**config.mk**
```make
export PLATFORM = sky130hd
export DESIGN_NAME = utf8_codepoint_decoder
export DESIGN_NICKNAME = d
export VERILOG_FILES = /design/src/hdl/ucd_pkg.sv /design/src/hdl/ucd_front.sv /design/src/hdl/ucd_queue.sv /design/src/hdl/ucd_back.sv /design/src/hdl/utf8_codepoint_decoder.sv
export SDC_FILE = /design/constraint.sdc
export NUM_CORES = 1
export LEC_CHECK = 0
export BUFFER_PORTS_ARGS = -buffer_cell sky130_fd_sc_hd__buf_2
export CAP_MARGIN = 10
export CORE_ASPECT_RATIO = 0.5
export CORE_MARGIN = 2
export CORE_UTILIZATION = 65
export CTS_CLUSTER_DIAMETER = 100
export DETAILED_ROUTE_END_ITERATION = 8
export PLACE_DENSITY = 0.84
export SETUP_SLACK_MARGIN = 0.15
export SYNTH_ARGS = -nofsm -noshare
export SYNTH_HDL_FRONTEND = slang
export SYNTH_SLANG_ARGS = --single-unit
```
**constraint.sdc**
```tcl
create_clock -name i_clk -period 14.2 [get_ports i_clk]
set_input_delay 1.42 -clock i_clk [delete_from_list [all_inputs] [get_ports i_clk]]
set_output_delay 1.42 -clock i_clk [all_outputs]
set_load 0.005 [all_outputs]
```
**src/hdl/ucd_pkg.sv**
```systemverilog
// Shared types, constants and decode functions for the UTF-8 code point decoder.
`default_nettype none

package ucd_pkg;

    localparam int unsigned BYTE_W      = 8;
    localparam int unsigned CP_W        = 21;
    localparam int unsigned SEQ_MAX     = 4;
    localparam int unsigned LEN_W       = 3;
    localparam int unsigned MAX_RESULTS = 3;

    localparam logic [BYTE_W-1:0] LEAD_TWO   = 8'h80;
    localparam logic [BYTE_W-1:0] LEAD_THREE = 8'hE0;
    localparam logic [BYTE_W-1:0] LEAD_FOUR  = 8'hF0;
    localparam logic [CP_W-1:0]   QMARK      = 21'h00003F;

    localparam logic [LEN_W-1:0] LEN_ONE   = 3'd1;
    localparam logic [LEN_W-1:0] LEN_TWO   = 3'd2;
    localparam logic [LEN_W-1:0] LEN_THREE = 3'd3;
    localparam logic [LEN_W-1:0] LEN_FOUR  = 3'd4;

    typedef struct packed {
        logic [BYTE_W-1:0] text_byte;
        logic              final_byte;
    } t_in_item;

    typedef struct packed {
        logic [CP_W-1:0] code_point;
        logic            last_of_run;
        logic            end_of_text;
    } t_result;

    // One decode request: the bytes of a finished sequence, or all bytes left at end of text
    typedef struct packed {
        logic [SEQ_MAX-1:0][BYTE_W-1:0] bytes;
        logic [LEN_W-1:0]               byte_cnt;
        logic                           final_seq;
    } t_job;

    typedef struct packed {
        logic full;
        logic empty;
    } t_q_stat;

    function automatic logic [LEN_W-1:0] lead_len(input logic [BYTE_W-1:0] b);
        logic [LEN_W-1:0] len;
        priority if (b < LEAD_TWO) begin
            len = LEN_ONE;
        end else if (b < LEAD_THREE) begin
            len = LEN_TWO;
        end else if (b < LEAD_FOUR) begin
            len = LEN_THREE;
        end else begin
            len = LEN_FOUR;
        end
        return len;
    endfunction

    function automatic logic [CP_W-1:0] decode_seq(
        input logic [SEQ_MAX-1:0][BYTE_W-1:0] s,
        input logic [LEN_W-1:0]               len
    );
        logic [CP_W-1:0] cp;
        unique case (len)
            LEN_ONE:   cp = {13'd0, s[0]};
            LEN_TWO:   cp = {10'd0, s[0][4:0], s[1][5:0]};
            LEN_THREE: cp = {5'd0, s[0][3:0], s[1][5:0], s[2][5:0]};
            default:   cp = {s[0][2:0], s[1][5:0], s[2][5:0], s[3][5:0]};
        endcase
        return cp;
    endfunction

endpackage

`default_nettype wire

```
**src/hdl/ucd_front.sv**
```systemverilog
// Front end: holds bytes of an unfinished sequence and issues decode requests.
`default_nettype none

module ucd_front (
    input  wire logic           i_clk,
    input  wire logic           i_rst_n,
    input  wire logic           i_accept,
    input  wire ucd_pkg::t_in_item i_item,
    output logic                o_push,
    output ucd_pkg::t_job       o_job
);

    logic [ucd_pkg::BYTE_W-1:0] r_held [0:2];
    logic [1:0]                 r_held_cnt;
    logic [1:0]                 n_held_cnt;

    logic [ucd_pkg::SEQ_MAX-1:0][ucd_pkg::BYTE_W-1:0] buf_bytes;
    logic [ucd_pkg::LEN_W-1:0]  cnt_now;
    logic                       complete;
    logic                       hold_byte;

    always_comb begin
        for (int k = 0; k < ucd_pkg::SEQ_MAX; k++) begin
            if (k < 3 && 2'(k) < r_held_cnt) begin
                buf_bytes[k] = r_held[k < 3 ? k : 0];
            end else if (3'(k) == {1'b0, r_held_cnt}) begin
                buf_bytes[k] = i_item.text_byte;
            end else begin
                buf_bytes[k] = '0;
            end
        end
        cnt_now   = {1'b0, r_held_cnt} + 3'd1;
        complete  = cnt_now >= ucd_pkg::lead_len(buf_bytes[0]);
        hold_byte = i_accept && !i_item.final_byte && !complete;
        o_push    = i_accept && (i_item.final_byte || complete);
        o_job.bytes     = buf_bytes;
        o_job.byte_cnt  = cnt_now;
        o_job.final_seq = i_item.final_byte;
        priority if (hold_byte) begin
            n_held_cnt = r_held_cnt + 2'd1;
        end else if (i_accept) begin
            n_held_cnt = '0;
        end else begin
            n_held_cnt = r_held_cnt;
        end
    end

    always_ff @(posedge i_clk) begin
        if (!i_rst_n) begin
            r_held_cnt <= '0;
        end else begin
            r_held_cnt <= n_held_cnt;
        end
    end

    // Hold the byte at the next free place
    always_ff @(posedge i_clk) begin
        for (int k = 0; k < 3; k++) begin
            if (hold_byte && 2'(k) == r_held_cnt) begin
                r_held[k] <= i_item.text_byte;
            end
        end
    end

endmodule

`default_nettype wire

```
**src/hdl/ucd_queue.sv**
```systemverilog
// Short request queue between the front end and the decode back end.
`default_nettype none

module ucd_queue #(
    parameter int unsigned DEPTH = 2
) (
    input  wire logic           i_clk,
    input  wire logic           i_rst_n,
    input  wire logic           i_push,
    input  wire ucd_pkg::t_job  i_job,
    input  wire logic           i_pop,
    output ucd_pkg::t_job       o_job,
    output ucd_pkg::t_q_stat    o_stat
);

    localparam int unsigned PTR_W = (DEPTH > 1) ? $clog2(DEPTH) : 1;
    localparam int unsigned CNT_W = $clog2(DEPTH + 1);
    localparam logic [PTR_W-1:0] PTR_LAST = PTR_W'(DEPTH - 1);

    ucd_pkg::t_job      r_mem [0:DEPTH-1];
    logic [PTR_W-1:0]   r_wr_ptr;
    logic [PTR_W-1:0]   r_rd_ptr;
    logic [CNT_W-1:0]   r_cnt;
    logic               do_push;
    logic               do_pop;

    assign o_stat.full  = r_cnt == CNT_W'(DEPTH);
    assign o_stat.empty = r_cnt == '0;
    assign do_push      = i_push && !o_stat.full;
    assign do_pop       = i_pop && !o_stat.empty;
    assign o_job        = r_mem[r_rd_ptr];

    always_ff @(posedge i_clk) begin
        if (!i_rst_n) begin
            r_wr_ptr <= '0;
            r_rd_ptr <= '0;
            r_cnt    <= '0;
        end else begin
            if (do_push) begin
                r_wr_ptr <= (r_wr_ptr == PTR_LAST) ? '0 : r_wr_ptr + PTR_W'(1);
            end
            if (do_pop) begin
                r_rd_ptr <= (r_rd_ptr == PTR_LAST) ? '0 : r_rd_ptr + PTR_W'(1);
            end
            if (do_push && !do_pop) begin
                r_cnt <= r_cnt + CNT_W'(1);
            end else if (do_pop && !do_push) begin
                r_cnt <= r_cnt - CNT_W'(1);
            end
        end
    end

    always_ff @(posedge i_clk) begin
        if (do_push) begin
            r_mem[r_wr_ptr] <= i_job;
        end
    end

endmodule

`default_nettype wire

```
**src/hdl/ucd_back.sv**
```systemverilog
// Back end: walks one decode request and emits code points into the output register.
`default_nettype none

module ucd_back (
    input  wire logic           i_clk,
    input  wire logic           i_rst_n,
    input  wire ucd_pkg::t_job  i_job,
    input  wire logic           i_job_valid,
    output logic                o_job_pop,
    input  wire logic           i_pop,
    output logic                o_empty,
    output ucd_pkg::t_result    o_result
);

    localparam logic [1:0] EMIT_LAST = 2'(ucd_pkg::MAX_RESULTS - 1);

    logic [1:0]              r_pos;
    logic [1:0]              r_emitted;
    logic                    r_out_valid;
    ucd_pkg::t_result        r_out;

    logic [ucd_pkg::SEQ_MAX-1:0][ucd_pkg::BYTE_W-1:0] win;
    logic [ucd_pkg::LEN_W-1:0] len;
    logic [ucd_pkg::LEN_W-1:0] avail;
    logic [ucd_pkg::LEN_W-1:0] adv;
    logic [ucd_pkg::LEN_W-1:0] pos_sum;
    logic [ucd_pkg::CP_W-1:0]  cp;
    logic                      fits;
    logic                      last;
    logic                      advance;

    always_comb begin
        for (int j = 0; j < ucd_pkg::SEQ_MAX; j++) begin
            logic [ucd_pkg::LEN_W-1:0] idx;
            idx = {1'b0, r_pos} + 3'(j);
            win[j] = (idx < 3'(ucd_pkg::SEQ_MAX)) ? i_job.bytes[idx[1:0]] : '0;
        end
        len     = ucd_pkg::lead_len(win[0]);
        avail   = i_job.byte_cnt - {1'b0, r_pos};
        fits    = len <= avail;
        cp      = fits ? ucd_pkg::decode_seq(win, len) : ucd_pkg::QMARK;
        adv     = fits ? len : ucd_pkg::LEN_ONE;
        pos_sum = {1'b0, r_pos} + adv;
        last    = (pos_sum >= i_job.byte_cnt) || (r_emitted == EMIT_LAST);
        advance = i_job_valid && (!r_out_valid || i_pop);
    end

    assign o_job_pop = advance && last;
    assign o_empty   = !r_out_valid;
    assign o_result  = r_out;

    always_ff @(posedge i_clk) begin
        if (!i_rst_n) begin
            r_pos       <= '0;
            r_emitted   <= '0;
            r_out_valid <= 1'b0;
        end else begin
            if (advance) begin
                if (last) begin
                    r_pos     <= '0;
                    r_emitted <= '0;
                end else begin
                    r_pos     <= pos_sum[1:0];
                    r_emitted <= r_emitted + 2'd1;
                end
            end
            if (advance) begin
                r_out_valid <= 1'b1;
            end else if (i_pop) begin
                r_out_valid <= 1'b0;
            end
        end
    end

    always_ff @(posedge i_clk) begin
        if (advance) begin
            r_out.code_point  <= cp;
            r_out.last_of_run <= last;
            r_out.end_of_text <= last && i_job.final_seq;
        end
    end

endmodule

`default_nettype wire

```
**src/hdl/utf8_codepoint_decoder.sv**
```systemverilog
// Top level of the lenient UTF-8 code point decoder.
//
// Usage:
//   Input channel: present a byte and its final flag on i_item and raise push;
//   the request is taken at a clock edge where push is high and full is low.
//   Output channel: while empty is low the oldest code point sits on o_result;
//   raise pop to take it. The lead byte alone sets the sequence length;
//   following bytes give only their low six bits and are never checked.
//   A completed sequence goes through the request queue and the output register.
//   Throughput: one byte per clock while the receiver pops, set by the back end
//   which retires one decode request per clock when each gives one code point.
//   A final byte that flushes a cut-off sequence gives one to three results,
//   one per clock, while the front keeps taking bytes into the queue.
//   Reset (synchronous, active low) drops all held bytes and queued requests
//   and empties the output register; no clearing pass is needed.
//   When the receiver stalls, the output register holds, the back end stops,
//   the request queue fills and full rises once it holds QUEUE_DEPTH requests.
`default_nettype none

module utf8_codepoint_decoder #(
    parameter int unsigned QUEUE_DEPTH = 2
) (
    input  wire logic              i_clk,
    input  wire logic              i_rst_n,
    input  wire logic              push,
    output logic                   full,
    input  wire ucd_pkg::t_in_item i_item,
    output logic                   empty,
    input  wire logic              pop,
    output ucd_pkg::t_result       o_result
);

    logic             accept;
    logic             job_push;
    ucd_pkg::t_job    front_job;
    ucd_pkg::t_job    head_job;
    ucd_pkg::t_q_stat q_stat;
    logic             job_pop;

    // Take a byte only while the queue has room for the request it may cause
    assign full   = q_stat.full;
    assign accept = push && !q_stat.full;

    ucd_front u_front (
        .i_clk    (i_clk),
        .i_rst_n  (i_rst_n),
        .i_accept (accept),
        .i_item   (i_item),
        .o_push   (job_push),
        .o_job    (front_job)
    );

    ucd_queue #(
        .DEPTH (QUEUE_DEPTH)
    ) u_queue (
        .i_clk   (i_clk),
        .i_rst_n (i_rst_n),
        .i_push  (job_push),
        .i_job   (front_job),
        .i_pop   (job_pop),
        .o_job   (head_job),
        .o_stat  (q_stat)
    );

    // Advance through the head request one code point per clock while results are taken
    ucd_back u_back (
        .i_clk       (i_clk),
        .i_rst_n     (i_rst_n),
        .i_job       (head_job),
        .i_job_valid (!q_stat.empty),
        .o_job_pop   (job_pop),
        .i_pop       (pop),
        .o_empty     (empty),
        .o_result    (o_result)
    );

    // A request is never issued while the queue is full
    a_no_push_when_full: assert property (@(posedge i_clk) disable iff (!i_rst_n)
        !(job_push && q_stat.full))
        else $error("decode request issued into a full queue");

    // The back end retires only a request that is present
    a_pop_needs_request: assert property (@(posedge i_clk) disable iff (!i_rst_n)
        job_pop |-> !q_stat.empty)
        else $error("request retired from an empty queue");

    // The end of a text always closes the run of its final byte
    a_eot_is_last: assert property (@(posedge i_clk) disable iff (!i_rst_n)
        (!empty && o_result.end_of_text) |-> o_result.last_of_run)
        else $error("end of text without last of run");

    // A waiting result holds while the receiver stalls
    a_hold_on_stall: assert property (@(posedge i_clk) disable iff (!i_rst_n)
        (!empty && !pop) |=> (!empty && $stable(o_result)))
        else $error("waiting result changed under stall");

endmodule

`default_nettype wire

```
==> metrics.txt, run 1 <==
status complete, no violations; Vias/cell 6.35; final setup fails 0; total grt overflow 0; CP Data Required Time about 15000 ps; net count after synthesis approximately 530; Post-synth ARST share 0; antenna violation net count after detailed routing 0; hpwl dp between 9000 and 10000 µm; core area 10100 µm²; Total GRT Usage 0.276; chip width 148 µm; r2r worst-path depth 21; cells after synthesis about 500; antenna cell count 0; antenna violations before repair 0; Worst Skew around 7.6 ps; drt pass-1 iters 5; Slew HR 0.300; Lkg Pwr between 0.002 and 0.003 µW; worst hold slack a little under 500 ps; Max Root-Sink Buffers 2; CTS tree built; Post-Syn Area 6730 µm²; Final Hold Fails 0; insertion delay to the later sink of the worst-skew pair 410 ps; CTS root buffer clkbuf_16; Syn. warnings 0; critical path class register to register; Wirelength per Cell about 21 µm; synth unique cells a little over 60; R2R Setup Slk a little over 8000 ps; Seq cells post-synth 131; Pwr Density approximately 240 nW/µm²; Routed WL between 10000 and 15000 µm; most common cell after layout, fill and taps aside edfxtp_1; clk slew on worst S/H paths 60 ps; largest net degree at the start of global routing between 40 and 50; synth-to-layout area growth 12.2%; routed via count 4362; Row Count 26; Worst Min Path Start u_queue.r_wr_ptr$_SDFFE_PN0P_; Buffers on Ports 37; # IOs 38; Final min period ~6100 ps; Worst-Margin Slew 1050 ps; Min-Delay Endpoint u_queue.r_wr_ptr$_SDFFE_PN0P_; die height approximately 76 µm; initial detailed-routing violation count 433; Tcrit/Tclk final 0.429; TNS Setup 0 ps; post-cts hold buffer count 0; cell taking the most area after synthesis edfxtp_1; most frequent cells in the layout 119 x edfxtp_1, 56 x nand2_1, 37 x buf_2, 30 x o21ai_0, 26 x nor2_1; Inserted Clock Buffers 17; first-pass GRT wire length about 23000 µm; Post-CTS Resized 0; Max Slew Vio Count 0; Final GP Congestion between 0.9 and 1; # clock sinks 131; top post-synthesis cells by area edfxtp_1 53%, mux4_2 8.0%, mux2_2 4.0%, dfxtp_1 3.6%, ha_1 3.5%; worst vdd ir 139 µV; CP arrival 6430 ps; layout cells sized above 1 0.250; max-capacitance violation count 0; CP Launch Type register; Synth top area share 0.531; RSZ-0062 raised after global routing no; nets 568; number of synthesized flops with an enable pin between 100 and 150; number of global-route vias before repair roughly 4200; H-tree Lvls 4; Setup crit end kind register; hold path depth 2; post-CTS setup-driven buffer insertion count 0; Fmax around 160 MHz; DIE AREA 11200 µm²; DRC 0; CP max FO 44; Initial Utilization 0.663; end of the worst register-to-register path u_queue.r_cnt[1]$_SDFFE_PN0P_; sequential area share after synthesis 0.566; hold crit path type register to register; ys flop type edfxtp_1; syn avg cell area 13.5 µm²
synthesized netlist by cell type, drive strengths merged, types with 2 or more instances:
master   number
mux2         25
a22oi         6
nand3         8
edfxtp      119
mux2i        22
and2         12
or3           3
a21oi        12
fa            2
xor2          2
nor3b         2
a31oi         2
mux4         26
nor2         27
a221oi        5
o21ai        30
ha           19
buf          13
o22ai         6
a21o          3
xnor2         3
o32ai         4
a221o         2
inv          22
a2111oi       3
nand2        56
nor2b         4
a32oi         3
nand4         4
nand3b        2
dfxtp        12
and3          3
a211oi        4
clkbuf       11
nor3          5
nand2b        5
routing by layer:
metal / track usage / vias up / part of all wire
met5: 0 / - / 0
met4: 0.0762 / 0 / 0.011
met3: 0.0886 / 18 / 0.11
met2: 0.383 / 254 / 0.43
met1: 0.423 / 2106 / 0.45
li1: - / 1984 / -
worst max path at each step:
stage,to
floorplan,u_queue.r_cnt[1]$_SDFFE_PN0P_
global placement,u_queue.r_cnt[1]$_SDFFE_PN0P_
detailed placement,u_queue.r_cnt[1]$_SDFFE_PN0P_
CTS,u_queue.r_cnt[1]$_SDFFE_PN0P_
global route,u_queue.r_cnt[1]$_SDFFE_PN0P_
finish,u_queue.r_cnt[1]$_SDFFE_PN0P_
state kept, by name, indices dropped and copies added (netlist names), named ones only:
signal	cells
u_back.r_emitted	2
u_front.r_held	24
u_back.o_result	23
u_queue.r_mem	72
u_back.r_pos	2
u_queue.r_cnt	2
u_back.r_out_valid	1
u_front.r_held_cnt	2
u_queue.r_rd_ptr	1
u_queue.r_wr_ptr	1
logic make-up after synthesis:
group | Yosys count | share of synthesized area
compound gates | 87 | 0.0892
fa+ha+maj | 21 | 0.0412
flops | 131 | 0.566
buf+inv | 47 | 0.0349
mux | 73 | 0.165
simple gates | 133 | 0.0968
xor+xnor | 5 | 0.00650
layout make-up:
| class | count | area, µm² |
|---|---|---|
| well taps | 140 | 175 |
| fillers | 634 | 2590 |
| clock buffers | 17 | 425 |
| inverters | 23 | 86.3 |
| flip-flops and latches | 131 | 3810 |
| repair buffers | 42 | 219 |
| multi-input cells | 319 | 2690 |
| clock inverters | 15 | 149 |
report_power, final:
| part | internal (µW) | total (µW) | switching, µW |
|---|---|---|---|
| sequential | 531 | 563 | 31.9 |
| combinational | 329 | 797 | 469 |
| clock | 245 | 419 | 173 |
| total | 1100 | 1780 | 674 |
worst max-delay path, stage by stage, from the launching register on:
cell and delay [ps]:
dfxtp_2 310, buf_4 530, mux4_1 700, mux2_2 400, nand3_2 140, inv_1 60, ha_1 300, nor2b_1 130
o21ai_0 100, a32oi_1 550, nor2_1 110, o21ai_0 130, ha_1 210, fa_1 450, ha_1 290, a21o_1 150
a211oi_1 440, inv_1 120, nand2_1 100, ha_1 280, or3_1 350, a21oi_1 130
through the flow:
stage / total power [µW] / util / std cells / instance area [µm²] / worst slack (ps)
floorplan: 1170 / - / 497 / 6730 / 8940
global placement: 1340 / 0.687 / 654 / 6980 / 8320
detailed placement: 1350 / 0.687 / 654 / 6980 / 8190
CTS: 1770 / 0.744 / 686 / 7550 / 8190
global route: 1890 / 0.744 / 687 / 7550 / 7580
finish: 1780 / 0.744 / 687 / 7550 / 8120
Power figures use the tool's default switching activity.
==> run 2, diff against run 1 <==
ABC_AREA = 1   (was default)
CORE_UTILIZATION = 61   (was 65)
PLACE_DENSITY = 0.8   (was 0.84)
clock period = 5.9 ns   (was 14.2 ns; I/O delays follow)
==> metrics.txt, run 2 <==
status complete, no violations; Final min period about 5500 ps; GRT Max-Usage Layer met2; initial detailed-routing violation count 535; CP max-delay cell dfxtp_1; Lkg Pwr between 0.003 and 0.004 µW; insertion delay to the later sink of the worst-skew pair approximately 420 ps; Vias/cell ~5.7; final setup fails 0; most frequent cell after synthesis nand2_1; layout cells sized above 1 0.145; H-tree Lvls 4; fill count 696; Initial Utilization 0.639; ys flop type edfxtp_1; commonest cells in the netlist 236 x nand2_1, 119 x edfxtp_1, 65 x nand3_1; Post-Syn Area ~6600 µm²; CP Launch Type register; Seq cells post-synth 131; Wirelength per Cell roughly 17 µm; M1 GR Usage 0.424; max-capacitance violation count 0; CP arrival 5800 ps; hold crit path type input pin to register; net count after synthesis between 700 and 800; max FFs per register 72; chip width ~150 µm; most used cell, CP ha_1; Final GP Congestion between 0.9 and 1; Inserted Clock Buffers 17; CP peak stage delay around 450 ps; Total GRT Usage 0.290; clk slew on worst S/H paths ~60 ps; drt pass-1 iters 5; number of global-route vias before repair ~4800; antenna violations before repair 0; first-pass GRT wire length 25400 µm; top post-synthesis cells by area edfxtp_1 54%, nand2_1 13%, nand3_1 4.9%, dfxtp_1 3.6%, ha_1 3.6%; Row Count 26; critical path class register to register; CTS tree built; Syn. warnings 0; Tcrit/Tclk final 0.931; # clock sinks about 130; Buffers on Ports 37; Worst Skew 9.16 ps; antenna violation net count after detailed routing 0; CP max FO 21; Slew HR 0.371; largest net degree at the start of global routing 40; Max Slew Vio Count 0; cells after synthesis between 700 and 800; Placed Cells incl. Taps just under 900; TNS Setup 0 ps; syn avg cell area approximately 9.3 µm²; Worst-Margin Slew roughly 940 ps; sequential area share after synthesis 0.575; most common cell after layout, fill and taps aside nand2_1; DIE AREA approximately 12000 µm²; hpwl dp 10500 µm; post-cts hold buffer count 0; met2 GRT Util 0.435; post-CTS setup-driven buffer insertion count 0; core area 10400 µm²; number of synthesized flops with an enable pin around 120; CP Data Required Time around 6200 ps; CTS root buffer clkbuf_16; antenna cell count 0; Worst Min Path Start i_item[0]; met3 Track Usage GR 0.0588; area of the multi-input gates about 2400 µm²; Max Root-Sink Buffers 2; die height roughly 80 µm; Final Hold Fails 0; flip-flop and latch area roughly 3800 µm²; synth-to-layout area growth 14.1%; cell taking the most area after synthesis edfxtp_1; total grt overflow 0; Synth top area share 0.539; routed via count around 5000; nets ~800; Post-CTS Resized 0; Post-synth ARST share 0; Pwr Density about 560 nW/µm²; Routed WL around 16000 µm; Fmax around 180 MHz; Setup crit end kind register; # IOs 38; most frequent cells in the layout 236 x nand2_1, 119 x edfxtp_1, 65 x nand3_1, 63 x inv_1, 45 x nor2_1; Top reg by flops u_queue.r_mem; RSZ-0062 raised after global routing no; DRC 0; synth unique cells 40; Non-Filler Instances around 900; worst vdd ir around 280 µV
## run 2: cell types whose count changed after synthesis, moves of 6 or more
cell / change
a21oi_1: +15
a22oi_1: -6
and2_1: -9
inv_1: +43
mux2_2: -24
mux2i_1: -20
mux4_2: -24
nand2_1: +180
nand3_1: +61
nor2_1: +21
o21ai_1: +6
o22ai_1: -6
or2_2: +7
## run 2: critical path, delay by kind of cell (launching register included)
kind                     cells  cell delay (ps)
AO/OA/AOI/OAI                8             1180
adder cells (fa/ha/maj)      7             2210
AND/OR/NAND/NOR              6              980
flip-flops                   1              450
XOR/XNOR                     1              160
buffers and inverters        3              400
## run 2: report_power, final
group / total (µW) / switching [µW] / internal, µW
clock: 1190 / 422 / 770
combinational: 1670 / 1150 / 515
sequential: 1340 / 53.3 / 1290
## run 2: final timing paths
path / endpoint / slack, ps / depth (start not counted)
worst max-delay path: u_queue.r_cnt[1]$_SDFFE_PN0P_ / 410 / 25
worst min register to register: u_queue.r_rd_ptr$_SDFFE_PN0P_ / 480 / 1
worst min-delay path: u_queue.r_mem[1][0]$_DFFE_PP_ / 380 / 1
worst max register to register: u_queue.r_cnt[1]$_SDFFE_PN0P_ / 410 / 25
## run 2: area by class of cell
type	instances	area share
well taps	140	0.0232
multi-input cells	482	0.315
repair buffers	44	0.0341
clock buffers	19	0.0586
flip-flops and latches	131	0.504
clock inverters	13	0.0293
inverters	70	0.0359
## run 2: kinds of logic (layout without fill, tap and decap cells)
group / after synthesis / in the layout / synth area share
simple gates: 382 / 382 / 0.247
fa+ha+maj: 21 / 21 / 0.0419
buf+inv: 97 / 146 / 0.0668
xor+xnor: 2 / 2 / 0.00378
flops: 131 / 131 / 0.575
mux: 1 / 1 / 0.00151
compound gates: 76 / 76 / 0.0638
## run 2: stage by stage
step	hold WS [ps]	total power (µW)	area, µm²	setup slack, ps	utilization
finish	379	4200	7560	407	0.729
CTS	367	4160	7540	349	0.727
global placement	435	2900	6880	805	0.663
detailed placement	444	2950	6880	490	0.663
global route	380	4480	7560	111	0.729
floorplan	425	2530	6630	936	-
## run 2: metal layers
metal / wire length (µm) / part of all wire / up-vias
li1: - / - / 2442
met1: 7010 / 0.45 / 2352
met2: 6960 / 0.44 / 262
met3: 1440 / 0.091 / 37
met4: 319 / 0.020 / 0
met5: 0 / 0 / -
==> run 3, diff against run 2 <==
ABC_AREA = default   (was 1)
CORE_UTILIZATION = 55   (was 61)
PLACE_DENSITY = 0.76   (was 0.8)
SKIP_LAST_GASP = 1   (was default)
clock period = 4.8 ns   (was 5.9 ns; I/O delays follow)
==> metrics.txt, run 3 (synthesis gave the netlist of run 1 again) <==
status finished with violations; failing checks setup timing; CP max FO 9; worst slack, placed -109 ps; CTS tree built; Slew HR 0.435; total grt overflow 0; Total GRT Usage 0.249; Initial Utilization 0.567; Routed WL 15800 µm; routed via count between 4000 and 5000; clk slew on worst S/H paths approximately 60 ps; synth-to-layout area growth 22.2%; Final min period 4940 ps; Max Slew Vio Count 0; internal power ~4300 µW; post-cts hold buffer count 0; Fmax roughly 200 MHz; nets approximately 620; CP arrival approximately 5000 ps; Final Hold Fails 0; # clock sinks approximately 130; hpwl dp between 9000 and 10000 µm; H-tree Lvls 4; Lkg Pwr 0.00302 µW; die height 82.2 µm; core area approximately 12000 µm²; critical path class register to register; final setup fails 3; layout cells sized above 1 0.352; Pwr Density 815 nW/µm²; CP Launch Type register; initial detailed-routing violation count roughly 580; sequential power share 0.250; Wirelength per Cell a little over 20 µm; max FFs per register around 70; drt pass-1 iters 7; # IOs 38; most common cell after layout, fill and taps aside edfxtp_1; DRC 0; hold crit path type input pin to register; antenna violation net count after detailed routing 0; Worst-Margin Slew about 850 ps; first-pass GRT wire length 24100 µm; number of global-route vias before repair around 4300; TNS Setup -331 ps; Setup crit end kind register; setup slack after layout -139 ps; P_sw ~2400 µW; largest net degree at the start of global routing 37; max-capacitance violation count 0; Tcrit/Tclk final 1.03; Inserted Clock Buffers 17; CTS root buffer clkbuf_16; Logic pwr share 0.547; Top reg by flops u_queue.r_mem; antenna violations before repair 0; DIE AREA around 13000 µm²; CP Data Required Time approximately 5000 ps; worst vdd ir around 420 µV; Vias/cell 5.99; antenna cell count 0; RSZ-0062 raised after global routing yes; most frequent cells in the layout 119 x edfxtp_1, 54 x nand2_1, 37 x buf_2, 34 x buf_4, 27 x o21ai_0; Power Total roughly 6700 µW; Net Sw Frac 0.355; chip width about 160 µm; Buffers on Ports 37; Worst Min Path Start i_item[0]; Max Root-Sink Buffers 2; Worst Skew ~14 ps; Row Count 28; insertion delay to the later sink of the worst-skew pair between 400 and 500 ps; clock power share 0.204; Final GP Congestion 0.923
[run 3: power by group through the flow]
stage	Sequential (µW)	Combinational (µW)	Clock [µW]
finish	1680	3670	1370
global route	1690	3930	1430
CTS	1670	3080	1370
detailed placement	1700	2520	0
global placement	1690	2480	0
floorplan	1670	1860	0
[run 3: layout make-up]
type	instances	area (µm²)
inverter	23	86.3
tap	165	206
clock buffer	20	457
multi-input combinational	319	2780
sequential	131	3820
fill	727	3650
timing repair buffer	95	719
clock inverter	12	168
[run 3: path summary, 6_finish.rpt]
check                           cells after the start  slack (ps)                       endpoint
worst max-delay path                               23        -140   u_back.o_result[1]$_DFFE_PP_
worst min register to register                      2         510  u_queue.r_wr_ptr$_SDFFE_PN0P_
worst max register to register                     23        -140   u_back.o_result[1]$_DFFE_PP_
worst min-delay path                                1         300  u_queue.r_mem[0][0]$_DFFE_PP_
[run 3: repair_timing]
action                     CTS  global route
setup endpoints to repair    6            10
pin swaps                    9             8
resized for setup           15            29
buffers inserted            29             6
[run 3: critical path, cell delays in order, from the launching register on]
cell      delay [ps]
dfxtp_4          380
buf_6            130
mux4_2           560
mux2_4           360
a21oi_4          180
nor2_1            80
ha_1             240
nor2b_4          120
o21ai_2           70
buf_4            140
a32o_1           240
nand2_2          110
nor2_2            60
fa_1             450
xnor2_1          250
ha_1             300
a211oi_2         300
inv_1            100
buf_4            140
buf_6            100
buf_6            100
buf_6            100
buf_6            100
buf_6            100
[run 3: routing by layer]
layer  global-route usage  vias up  wire length [µm]
met3               0.0654       30              1660
met1                0.367     2184              7070
met2                0.362      279              6750
met5                    0        -                 0
li1                     -     2087                 -
met4               0.0847        0               266
[run 3: per-stage QoR]
stage                     hold slack (ps)  instance area, µm²  std cells   util
after floorplan                       458                6790        497      -
after global placement                466                7190        698  0.606
after detailed placement              480                7190        698  0.606
after CTS                             295                8080        759  0.680
after global routing                  293                8230        765  0.693
final                                 305                8230        765  0.693
